File: src/rtl/fifo_replacement_assoc_cache_unit_macros.svh
// ----------------------------------------------------------------------------
// Assertion macros for the associative cache unit
// Clocked on clk_i, disabled while rst_ni is low.
// ----------------------------------------------------------------------------
`ifndef FIFO_REPLACEMENT_ASSOC_CACHE_UNIT_MACROS_SVH
`define FIFO_REPLACEMENT_ASSOC_CACHE_UNIT_MACROS_SVH

// Same-cycle implication.
`define FARC_ASSERT_IMPL(lbl, ante, cons, msg) \
  lbl: assert property (@(posedge clk_i) disable iff (!rst_ni) (ante) |-> (cons)) \
    else $error(msg);

// Next-cycle implication.
`define FARC_ASSERT_NEXT(lbl, ante, cons, msg) \
  lbl: assert property (@(posedge clk_i) disable iff (!rst_ni) (ante) |=> (cons)) \
    else $error(msg);

`endif

File: src/rtl/farc_pkg.sv
// ----------------------------------------------------------------------------
// farc_pkg
// Shared types and constants of the associative cache unit.
// ----------------------------------------------------------------------------
package farc_pkg;

  localparam int KEY_W         = 10;
  localparam int CFG_W         = 5;
  localparam int DEPTH_DEF     = 16;
  localparam int PAYLOAD_W_DEF = 32;

  localparam logic [CFG_W-1:0] ENTRIES_RST = 5'd16;

  typedef enum logic {
    FUNC_LOOKUP   = 1'b0,
    FUNC_REGISTER = 1'b1
  } farc_func_e;

  // Request from the control logic to the tag array.
  typedef struct packed {
    logic             valid;
    farc_func_e       func;
    logic [KEY_W-1:0] key;
  } farc_req_t;

endpackage

File: src/rtl/farc_ram.sv
// ----------------------------------------------------------------------------
// farc_ram
// Generic simple dual-port RAM, one write port, one registered read port.
// ----------------------------------------------------------------------------
module farc_ram #(
  parameter int WIDTH = 32,
  parameter int DEPTH = 16
) (
  input  logic                                  clk_i,
  input  logic                                  we_i,
  input  logic [(DEPTH > 1 ? $clog2(DEPTH) : 1)-1:0] waddr_i,
  input  logic [WIDTH-1:0]                      wdata_i,
  input  logic                                  re_i,
  input  logic [(DEPTH > 1 ? $clog2(DEPTH) : 1)-1:0] raddr_i,
  output logic [WIDTH-1:0]                      rdata_o
);

  logic [WIDTH-1:0] mem_q [DEPTH];
  logic [WIDTH-1:0] rdata_q;

  always_ff @(posedge clk_i) begin
    if (we_i) begin
      mem_q[waddr_i] <= wdata_i;
    end
    if (re_i) begin
      rdata_q <= mem_q[raddr_i];
    end
  end

  assign rdata_o = rdata_q;

endmodule

File: src/rtl/farc_tags.sv
// ----------------------------------------------------------------------------
// farc_tags
// Key and valid store with parallel compare, lowest-index priority pick and
// the round-robin insert pointer.
// ----------------------------------------------------------------------------
module farc_tags #(
  parameter int DEPTH = farc_pkg::DEPTH_DEF
) (
  input  logic                                       clk_i,
  input  logic                                       rst_ni,
  input  farc_pkg::farc_req_t                        req_i,
  input  logic [farc_pkg::CFG_W-1:0]                 slots_i,
  output logic                                       hit_o,
  output logic [(DEPTH > 1 ? $clog2(DEPTH) : 1)-1:0] hit_slot_o,
  output logic                                       ins_en_o,
  output logic [(DEPTH > 1 ? $clog2(DEPTH) : 1)-1:0] ins_slot_o
);
  import farc_pkg::*;

  localparam int IdxW = (DEPTH > 1) ? $clog2(DEPTH) : 1;
  localparam int CntW = $clog2(DEPTH + 1);
  localparam int CmpW = (CntW > CFG_W) ? CntW : CFG_W;

  logic [KEY_W-1:0] keys_q [DEPTH];
  logic [DEPTH-1:0] valid_q;
  logic [IdxW-1:0]  ptr_q, ptr_d;

  logic [CmpW-1:0]  cfg_ext, n_act;
  logic [DEPTH-1:0] match;
  logic [IdxW-1:0]  cur_slot, hit_slot;
  logic [CmpW-1:0]  nxt_ext;

  // Clamp the slot count into 1..DEPTH.
  assign cfg_ext = CmpW'(slots_i);
  assign n_act   = (cfg_ext == '0) ? CmpW'(1) :
                   (cfg_ext > CmpW'(DEPTH)) ? CmpW'(DEPTH) : cfg_ext;

  for (genvar i = 0; i < DEPTH; i++) begin : g_cmp
    assign match[i] = valid_q[i] && (keys_q[i] == req_i.key) && (CmpW'(i) < n_act);
  end

  always_comb begin
    hit_slot = '0;
    for (int i = DEPTH - 1; i >= 0; i--) begin
      if (match[i]) begin
        hit_slot = IdxW'(i);
      end
    end
  end

  // Pointer past the active range restarts at slot 0.
  assign cur_slot = (CmpW'(ptr_q) >= n_act) ? '0 : ptr_q;
  assign nxt_ext  = CmpW'(cur_slot) + CmpW'(1);
  assign ptr_d    = (nxt_ext >= n_act) ? '0 : IdxW'(nxt_ext);

  assign hit_o      = |match;
  assign hit_slot_o = hit_slot;
  assign ins_en_o   = req_i.valid && (req_i.func == FUNC_REGISTER) && !(|match);
  assign ins_slot_o = cur_slot;

  always_ff @(posedge clk_i or negedge rst_ni) begin
    if (!rst_ni) begin
      valid_q <= '0;
      ptr_q   <= '0;
    end else if (ins_en_o) begin
      valid_q[cur_slot] <= 1'b1;
      ptr_q             <= ptr_d;
    end
  end

  always_ff @(posedge clk_i) begin
    if (ins_en_o) begin
      keys_q[cur_slot] <= req_i.key;
    end
  end

endmodule

File: src/rtl/fifo_replacement_assoc_cache_unit.sv
// ----------------------------------------------------------------------------
// fifo_replacement_assoc_cache_unit
// Fully associative cache with first-in first-out replacement.
// ----------------------------------------------------------------------------
// Usage:
//   Input stream: tuser carries the operation (0 lookup, 1 register), tdata
//   carries the key in the low 10 bits and the payload above it. A lookup
//   returns a hit flag and the stored payload of the lowest matching slot.
//   A register word stores key and payload in the slot under the insert
//   pointer when the key is absent; the hit flag tells if it was present.
//   Output stream: tuser is the hit flag, tdata the payload (zero on a miss
//   and on every register word).
//   An accepted word's hit flag and payload read are registered; ready
//   stays low until the response state loads the output register. The
//   key compare runs against flops in the accept cycle.
//   A word may be accepted while the previous result still waits; the
//   response then holds until the output register drains.
//   Configuration: cfg_wdata_i sets the active slot count (0 acts as 1,
//   above DEPTH acts as DEPTH); write only while the unit is idle.
//   Reset clears all valid bits and the insert pointer; the slot count
//   returns to 16. No clearing pass is needed; ready comes up at once.
// ----------------------------------------------------------------------------
`include "fifo_replacement_assoc_cache_unit_macros.svh"

module fifo_replacement_assoc_cache_unit #(
  parameter int DEPTH         = farc_pkg::DEPTH_DEF,
  parameter int PAYLOAD_WIDTH = farc_pkg::PAYLOAD_W_DEF
) (
  input  logic clk_i,
  input  logic rst_ni,
  // configuration: active slot count
  input  logic                         cfg_we_i,
  input  logic [farc_pkg::CFG_W-1:0]   cfg_wdata_i,
  // input stream
  input  logic s_axis_tvalid_i,
  output logic s_axis_tready_o,
  // tdata: [9:0] key, [PAYLOAD_WIDTH+9:10] payload, zero pad above
  input  logic [((farc_pkg::KEY_W + PAYLOAD_WIDTH + 7) / 8) * 8 - 1:0] s_axis_tdata_i,
  // tuser: [0] func
  input  logic s_axis_tuser_i,
  // output stream
  output logic m_axis_tvalid_o,
  input  logic m_axis_tready_i,
  // tdata: [PAYLOAD_WIDTH-1:0] data_out, zero pad above
  output logic [((PAYLOAD_WIDTH + 7) / 8) * 8 - 1:0] m_axis_tdata_o,
  // tuser: [0] hit
  output logic m_axis_tuser_o
);
  import farc_pkg::*;

  localparam int IdxW = (DEPTH > 1) ? $clog2(DEPTH) : 1;
  localparam int OutW = ((PAYLOAD_WIDTH + 7) / 8) * 8;

  typedef enum logic {
    ST_IDLE,
    ST_RESP
  } state_e;

  state_e                   state_q;
  logic [CFG_W-1:0]         slots_q;
  farc_func_e               func_q;
  logic                     hit_q;
  logic                     m_valid_q;
  logic                     m_hit_q;
  logic [OutW-1:0]          m_data_q;

  farc_req_t                req;
  logic                     in_fire, out_free;
  logic                     hit, ins_en;
  logic [IdxW-1:0]          hit_slot, ins_slot;
  logic [PAYLOAD_WIDTH-1:0] rdata, in_payload;

  assign s_axis_tready_o = (state_q == ST_IDLE);
  assign in_fire         = s_axis_tvalid_i && s_axis_tready_o;
  assign out_free        = !m_valid_q || m_axis_tready_i;

  assign req.valid  = in_fire;
  assign req.func   = farc_func_e'(s_axis_tuser_i);
  assign req.key    = s_axis_tdata_i[KEY_W-1:0];
  assign in_payload = s_axis_tdata_i[KEY_W +: PAYLOAD_WIDTH];

  // Slot count register.
  always_ff @(posedge clk_i or negedge rst_ni) begin
    if (!rst_ni) begin
      slots_q <= ENTRIES_RST;
    end else if (cfg_we_i) begin
      slots_q <= cfg_wdata_i;
    end
  end

  // Compare the key against every active slot in the accept cycle.
  farc_tags #(
    .DEPTH (DEPTH)
  ) u_tags (
    .clk_i      (clk_i),
    .rst_ni     (rst_ni),
    .req_i      (req),
    .slots_i    (slots_q),
    .hit_o      (hit),
    .hit_slot_o (hit_slot),
    .ins_en_o   (ins_en),
    .ins_slot_o (ins_slot)
  );

  // Payload store: write on insert, read the matching slot on lookup.
  farc_ram #(
    .WIDTH (PAYLOAD_WIDTH),
    .DEPTH (DEPTH)
  ) u_payload_ram (
    .clk_i   (clk_i),
    .we_i    (ins_en),
    .waddr_i (ins_slot),
    .wdata_i (in_payload),
    .re_i    (in_fire && (req.func == FUNC_LOOKUP)),
    .raddr_i (hit_slot),
    .rdata_o (rdata)
  );

  // Sequencer and output register. The RAM read data holds while the
  // response waits, since no new read is issued until the next accept.
  always_ff @(posedge clk_i or negedge rst_ni) begin
    if (!rst_ni) begin
      state_q   <= ST_IDLE;
      func_q    <= FUNC_LOOKUP;
      hit_q     <= 1'b0;
      m_valid_q <= 1'b0;
      m_hit_q   <= 1'b0;
      m_data_q  <= '0;
    end else begin
      // Drop the taken word unless a response loads in its place.
      if (m_axis_tready_i && (state_q != ST_RESP)) begin
        m_valid_q <= 1'b0;
      end
      case (state_q)
        ST_IDLE: begin
          if (in_fire) begin
            func_q  <= req.func;
            hit_q   <= hit;
            state_q <= ST_RESP;
          end
        end
        ST_RESP: begin
          if (out_free) begin
            m_valid_q <= 1'b1;
            m_hit_q   <= hit_q;
            m_data_q  <= (hit_q && (func_q == FUNC_LOOKUP)) ? OutW'(rdata) : '0;
            state_q   <= ST_IDLE;
          end
        end
        default: begin
          state_q <= ST_IDLE;
        end
      endcase
    end
  end

  assign m_axis_tvalid_o = m_valid_q;
  assign m_axis_tuser_o  = m_hit_q;
  assign m_axis_tdata_o  = m_data_q;

  `FARC_ASSERT_NEXT(a_accept_blocks, in_fire, !s_axis_tready_o, "accept did not enter response")
  `FARC_ASSERT_IMPL(a_insert_on_register, ins_en, in_fire && (req.func == FUNC_REGISTER) && !hit, "insert without register miss")
  `FARC_ASSERT_NEXT(a_resp_delivers, (state_q == ST_RESP) && out_free, m_axis_tvalid_o && s_axis_tready_o, "response not loaded")

endmodule

File: config.mk
export PLATFORM = sky130hd
export DESIGN_NAME = fifo_replacement_assoc_cache_unit
export DESIGN_NICKNAME = d
export VERILOG_FILES = /design/src/rtl/farc_pkg.sv /design/src/rtl/farc_ram.sv /design/src/rtl/farc_tags.sv /design/src/rtl/fifo_replacement_assoc_cache_unit.sv
export VERILOG_INCLUDE_DIRS = /design/src /design/src/rtl
export SDC_FILE = /design/constraint.sdc
export NUM_CORES = 1
export LEC_CHECK = 0
export BUFFER_PORTS_ARGS = -buffer_cell sky130_fd_sc_hd__buf_2
export CAP_MARGIN = 20
export CORE_ASPECT_RATIO = 2
export CORE_MARGIN = 5
export CORE_UTILIZATION = 30
export DETAILED_ROUTE_END_ITERATION = 10
export GPL_TIMING_DRIVEN = 0
export PLACE_DENSITY_LB_ADDON = 0.12
export SYNTH_ARGS = -nofsm -noshare
export SYNTH_HDL_FRONTEND = slang
export SYNTH_HIERARCHICAL = 1
export SYNTH_SLANG_ARGS = --single-unit
export TNS_END_PERCENT = 20
File: constraint.sdc
create_clock -name clk_i -period 5.6 [get_ports clk_i]
set_input_delay 1.12 -clock clk_i [delete_from_list [all_inputs] [get_ports clk_i]]
set_output_delay 1.12 -clock clk_i [all_outputs]
set_load 0.03 [all_outputs]
### After elaboration in Yosys (flattened, before gate mapping)

Memories as Yosys holds them, arrays and structs flattened. A register that Yosys moved wholly into a read port is not among the register bits.
Cells that the tools add are included.

| operators by class | value |
|---|---|
| multipliers | 0 |
| shift-type cells | 0 |
| divide/modulo/power cells | 0 |
| bitwise gates (word level) | 4 |
| $lt $le $gt $ge | 21 |
| mux-type cells | 31 |
| add/sub/neg operators | 1 |
| reductions and logical operators | 46 |
| equality and inequality tests | 16 |

Operators by type and width:

| cell | count |
|---|---|
| == test 10 bit | 16 |
| 2-to-1 mux 4 bit | 18 |
| < comparator 4 x 5 -> 1 bit (first input constant) | 8 |
| logical AND 1 bit | 39 |
| 2-to-1 mux 32 bit | 1 |
| < comparator 3 x 5 -> 1 bit (first input constant) | 4 |
| OR 16 bit | 1 |
| OR reduction 16 bit | 1 |
| < comparator 1 x 5 -> 1 bit (first input constant) | 2 |
| < comparator 2 x 5 -> 1 bit (first input constant) | 2 |
| 2-to-1 mux 5 bit | 2 |
| 2-to-1 mux 1 bit | 8 |
| adder 4 x 1 -> 5 bit (second input constant) | 1 |
| greater-or-equal comparator 4 x 5 -> 1 bit | 1 |
| greater-or-equal comparator 5 bit | 1 |
| > comparator 5 bit (second input constant) | 1 |
| logical NOT 5 bit | 1 |
| < comparator 4 x 5 -> 1 bit (second input constant) | 1 |
| demux 1 bit (select 4 bit) | 1 |
| greater-or-equal comparator 4 x 1 -> 1 bit (second input constant) | 1 |
| AND reduction 2 bit | 2 |
| inverter 1 bit | 3 |
| logical NOT 1 bit | 2 |
| case mux 1 bit (2 select lines) | 1 |
| logical OR 1 bit | 1 |

| word-level totals | value |
|---|---|
| word-level logic and storage cells | 130 |
| input port bits | 59 |
| memories | 2 |
| latch bits | 0 |
| bits in registers | 62 |
| output and inout bits | 35 |
| ROM bits | 0 |
| memory bits (writable) | 672 |

Memory list:

| memory | words | width | rd ports | clocked after memory_dff | write ports | RTL line | text |
|---|---|---|---|---|---|---|---|
| u_payload_ram.mem_q | 16 | 32 | 1 | 1 | 1 | farc_ram.sv:18 | `logic [WIDTH-1:0] mem_q [DEPTH];` |
| u_tags.keys_q | 16 | 10 | 16 | 0 | 1 | farc_tags.sv:24 | `logic [KEY_W-1:0] keys_q [DEPTH];` |

### Longest topological paths before layout

| depth | value |
|---|---|
| depth after elaboration | 21 |
| depth in mapped cells | 19 |
| depth with buffers taken out | 18 |

### Hierarchy

Netlist, hierarchy kept.

Modules (own cells, without submodules):

| module | area each (um2) | seq. area each (um2) | instances | cells each |
|---|---|---|---|---|
| farc_ram | 20,174.3 | 16,335.7 | 1 | 838 |
| farc_tags | 8,234.1 | 5,305.1 | 1 | 578 |
| fifo_replacement_assoc_cache_unit | 1,896.8 | 1,052.3 | 1 | 136 |

### Worst setup path after synthesis

OpenSTA, ideal clock, no wires.

| timing | value |
|---|---|
| path kind | input -> register |
| start | in s_axis_tdata_i[5] in the netlist's numbering |
| end | mem u_payload_ram.mem_q[0][0], enable pin |
| slack | -185 ps |
| library setup time | 461 ps |
| stages on the path | 10 |
| data arrival time | 5,324 ps |
| cell sequence | buf_2 buf_4 xor2_1 nor4_1 a41oi_1 nand4_1 nor3_2 buf_6 or3b_2 nor3_1 |

| on the way | value |
|---|---|
| word-level cells in the longest chain between the ends | 8 |

RTL lines:

| item | RTL line | text |
|---|---|---|
| start: declaration | fifo_replacement_assoc_cache_unit.sv:38 | `input logic [((farc_pkg::KEY_W + PAYLOAD_WIDTH + 7) / 8) * 8 - 1:0] s_axis_tdata_i,` |
| == test 10 bit | farc_tags.sv:39 | `assign match[i] = valid_q[i] && (keys_q[i] == req_i.key) && (CmpW'(i) < n_act);` |
| logical AND 1 bit (2 in a row) | farc_tags.sv:39 |  |
| OR reduction 16 bit * | farc_tags.sv:58 | `assign ins_en_o = req_i.valid && (req_i.func == FUNC_REGISTER) && !(\|match);` |
| logical NOT 1 bit * | farc_tags.sv:58 |  |
| logical AND 1 bit * | farc_tags.sv:58 |  |
| via ins_en | fifo_replacement_assoc_cache_unit.sv:69 | `logic hit, ins_en;` |
| 2-to-1 mux 1 bit * | farc_ram.sv:22 | `if (we_i) begin` |
| 2-to-1 mux 1 bit (implied by the code) * | farc_ram.sv:23 | `mem_q[waddr_i] <= wdata_i;` |
| end: declaration | farc_ram.sv:18 |  |

The timed path passes the listed nets; every way through them passes the cells marked *.

### Worst setup path in the final report

| timing | value |
|---|---|
| start | in s_axis_tdata_i[0] in the netlist's numbering |
| end | reg u_payload_ram.rdata_q[23] (netlist: u_payload_ram/rdata_o[23]), read port of u_payload_ram.mem_q (data pin) |

| on the way | value |
|---|---|
| word-level cells in the longest chain between the ends | 19 |

RTL lines:

| item | RTL line | text |
|---|---|---|
| == test 10 bit | farc_tags.sv:39 |  |
| logical AND 1 bit (2 in a row) | farc_tags.sv:39 |  |
| 2-to-1 mux 4 bit (15 in a row) | farc_tags.sv:45 | `if (match[i]) begin` |
| 2-to-1 mux 4 bit * | farc_tags.sv:45 |  |
| via hit_slot[0] | fifo_replacement_assoc_cache_unit.sv:70 | `logic [IdxW-1:0] hit_slot, ins_slot;` |
| end: declaration | farc_ram.sv:19 | `logic [WIDTH-1:0] rdata_q;` |

Marked as above.
A chain may end at the register's enable or synchronous reset.

==> results.py <==
metrics = {
    "outcome": {
        "outcome": "complete, no violations",
    },
    "setup_path": {
        "critPathArrivalTime_ns": 5.83,
        "slowest_stage": "mux4_2",
        "crit_required_ns": 5.97,
        "cpPeakStageDelay_ns": 0.54,
        "path_class": "in2reg",
        "crit_top_cell": "buf_2",
        "crit_fanout": 17,
        "r2r-start": "slots_q[3]",
        "path_cells": "buf_2 > buf_2 > buf_4 > xnor2_1 > nand3_1 > nor4_2 > a21oi_1 > o21bai_1 > a21oi_1 > o21a_1 > o22ai_1 > buf_2 > buf_4 > mux4_2 > a22oi_1 > nand2_1",
        "r2r_slack_ns": 0.50,
        "cp-end-kind": "flop",
        "crit_path_start": "s_axis_tdata_i[0]",
        "worst_setup_path_start_kind": "input port",
    },
    "placement": {
        "pre_cts_slack_ns": -1.061,
        "gp_congestion": 0.8421,
        "dp_hpwl_um": 59750,
        "io_buffers": 87,
    },
    "die": {
        "die_y_um": 459.5,
        "ios": 94,
        "core.rowCount": 165,
        "initial_utilization_pct": 30.08,
        "die_w_um": 234.7,
        "core_area_um2": 100700,
        "die_area_um2": 107900,
    },
    "cells_and_area": {
        "nNetsFinal": 1820,
        "drive_above_1_share_pct": 26.24,
        "synthToLayoutAreaGrowth_pct": 17.37,
    },
    "clock_network": {
        "clk_latency_ns": 0.65,
        "cts_tree": "done",
        "cts_hold_buf": 0,
        "clk_pin_slew_worst_paths_ns": 0.06,
        "clockRootBuffer": "clkbuf_16",
        "cts_buffer_depth": 3,
        "h-tree-depth": 3,
        "clkSinkCount": 766,
        "post_cts_buffers": 0,
        "numCtsBuffers": 74,
    },
    "power_and_ir_drop": {
        "power_density_nw_per_um2": 358.4,
        "seq_power_share_pct": 51.5,
        "power.switching_uw": 3073,
        "p_sw_share_pct": 24.11,
        "p_int_uw": 9674,
        "pwr-share-comb_pct": 9.0,
        "leakage_uw": 0.01153,
        "p_clk_share_pct": 39.5,
        "peakVddDrop_v": 0.0002093,
    },
    "synth": {
        "ys_seq_area_share_pct": 74.88,
        "synth-edff-count": 704,
        "synth_cell_types": 62,
        "syn_area_per_cell_um2": 19.53,
        "synth.area.top_cells": "edfxtp_1 (70%), mux4_2 (9.5%), dfrtp_1 (5.0%)",
        "synth-seq-cells": 766,
        "netlist.area_leader.share_pct": 69.76,
        "synthArstFlopShare_pct": 8.094,
        "yosysTopAreaCell": "edfxtp_1",
        "synth.yosys.warnings": 6,
        "syn_nets": 1623,
        "syn_inst": 1552,
        "ys.flop_type": "edfxtp_1",
        "netlist_area_um2": 30310,
    },
    "global_routing": {
        "track_usage_pct": 15.97,
        "grt_pass1_wl_um": 123700,
        "grt_max_degree": 53,
        "first_global_vias": 16590,
        "overflow": 0,
        "antenna_found_initial": 7,
    },
    "timing": {
        "setup_viol": 0,
        "whs_ns": 0.3202,
        "fin_crit_ns": 5.460,
        "fmax_mhz": 183.2,
        "tightest_slew_ns": 1.111,
        "slew_headroom_pct": 25.39,
        "fin_crit_sh_pct": 97.50,
        "rsz0062_at_grt": "no",
        "setup_ws_ns": 0.1403,
        "finClkSkew_ns": 0.02218,
        "slew_violations": 0,
        "final-hold-violation-count": 0,
    },
    "detailed_routing": {
        "avgViaCountPerCell": 4.805,
        "wl_per_cell_um": 27.45,
        "ant_nets": 0,
        "dr.pass1.iters": 5,
        "via_count": 15140,
        "drt_iter0_markers": 865,
        "drt-total-wl_um": 86510,
        "drc": 0,
    },
    "worst_hold_path": {
        "hold_class": "in2async",
    },
    "flow_run": {
        "max-cap-violations": 0,
    },
}
==> layout make-up <==
cell class / count / area [µm²]
Fill cell: 9525 / 65180
Sequential cell: 766 / 22690
Multi-Input combinational cell: 693 / 7136
Tap cell: 1336 / 1672
Timing Repair Buffer: 121 / 1021
Inverter: 9 / 33.78
Clock inverter: 36 / 377.9
Buffer: 84 / 620.6
Antenna cell: 5 / 12.51
Clock buffer: 101 / 2004
==> per-layer routing <==
metal | track usage [%] | vias to the layer above | share of wire [%]
li1 | - | 6620 | -
met1 | 17.11 | 8096 | 36
met2 | 31.26 | 320 | 57
met3 | 2.946 | 100 | 4.0
met4 | 5.268 | 4 | 2.8
met5 | 0 | - | 0.038
==> registers in the layout, summed over array words and instances (netlist names) <==
| name | cells |
|---|---|
| func_q | 1 |
| hit_q | 1 |
| u_tags/keys_q | 160 |
| u_payload_ram/mem_q | 512 |
| m_axis_tdata_o | 32 |
| state_q | 1 |
| m_axis_tuser_o | 1 |
| u_tags/ptr_q | 4 |
| u_tags/valid_q | 16 |
| u_payload_ram/rdata_o | 32 |
| m_axis_tvalid_o | 1 |
| slots_q | 5 |
==> cells in the mapped netlist (3+ instances only) <==
cell,number
edfxtp_1,704
xnor2_1,152
mux4_2,128
nand4_1,67
a22oi_1,64
dfrtp_1,61
nand2_1,50
nor2_1,26
buf_4,20
nand3_1,19
buf_6,18
clkbuf_1,18
or2_1,17
a21bo_1,16
a21bo_2,16
buf_2,16
and3_1,14
ha_1,12
nor3_1,11
nor4_1,10
xor2_1,10
a21oi_1,9
buf_1,9
inv_1,8
mux2_2,8
nor2b_1,6
nand2b_1,5
o21ai_0,5
a21o_1,3
a41oi_1,3
buf_8,3
o211ai_1,3
or4_1,3
==> worst max-delay path: cells and delay by family <==
family / cells / cell delay [ns]
mux: 1 / 0.54
compound gates: 6 / 1.20
simple gates: 3 / 0.76
xor+xnor: 1 / 0.15
buf+inv: 5 / 2.01
==> worst paths after layout <==
check,depth (start not counted),endpoint
max,16,u_payload_ram/rdata_o[23]
min,1,m_axis_tdata_o[26]
max reg2reg,13,u_payload_ram/mem_q[8][10]
min reg2reg,1,u_tags/valid_q[13]
max in group asynchronous,2,slots_q[4]
min in group clk_i,1,u_tags/valid_q[13]
==> metrics by stage <==
step / TNS (ns) / cell area, µm² / std cells / util [%] / power, µW
3_3_place_gp: -1448.27 / 32420 / 2975 / 32.18 / 7768
2_1_floorplan: 0 / 30310 / 1552 / - / 7308
6_report: 0 / 35570 / 3151 / 35.31 / 12750
4_1_cts: 0 / 35550 / 3146 / 35.29 / 12950
5_1_grt: 0 / 35560 / 3147 / 35.30 / 13250
3_5_place_dp: -87.45 / 33120 / 3009 / 32.87 / 7861
==> kinds of logic (layout without fill, tap and decap cells) <==
family                   count (synthesis)  in the layout  synth area share, %
buffers and inverters                   93            351                2.023
XOR/XNOR                               162            162                4.682
flip-flops                             766            766                74.88
multiplexers                           138            138                9.876
other                                    0              5                    0
AND/OR/NAND/NOR                        246            246                4.521
adder cells (fa/ha/maj)                 12             12               0.4954
AO/OA/AOI/OAI                          135            135                3.522
==> cells in the final DEF, fill, tap and decap left out, drive strengths merged, types with 4 or more instances in the layout <==
master         netlist  layout
inv                  9      14
nor2b                7       7
nand3               19      19
nand2b               6       6
clkbuf              18     119
nand4               68      68
o21ai                7       7
mux2                 8       8
ha                  12      12
nor4                11      11
xor2                10      10
dfrtp               61      61
bufinv               0       6
buf                 66     182
nand2               51      51
and3                14      14
nor3                12      12
or2                 17      17
or4                  4       4
mux4               128     128
a21oi                9       9
edfxtp             704     704
nor2                26      26
diode                0       5
clkinv               0      23
clkdlybuf4s15        0       5
a22oi               64      64
xnor2              152     152
a21bo               32      32
==> what timing repair did <==
item | in CTS | in global routing
pin swaps | 0 | 0
cloned | 0 | 0
endpoints found under the setup margin | 32 | 20
gates resized for setup | 15 | 1
==> power groups by stage <==
stage / clock network (µW) / logic, µW / registers (µW)
global route: 5420 / 1250 / 6580
floorplan: 0 / 634 / 6670
finish: 5030 / 1150 / 6570
global placement: 0 / 1070 / 6700
detailed placement: 0 / 1170 / 6690
CTS: 5210 / 1170 / 6570
Power figures use the tool's default switching activity.
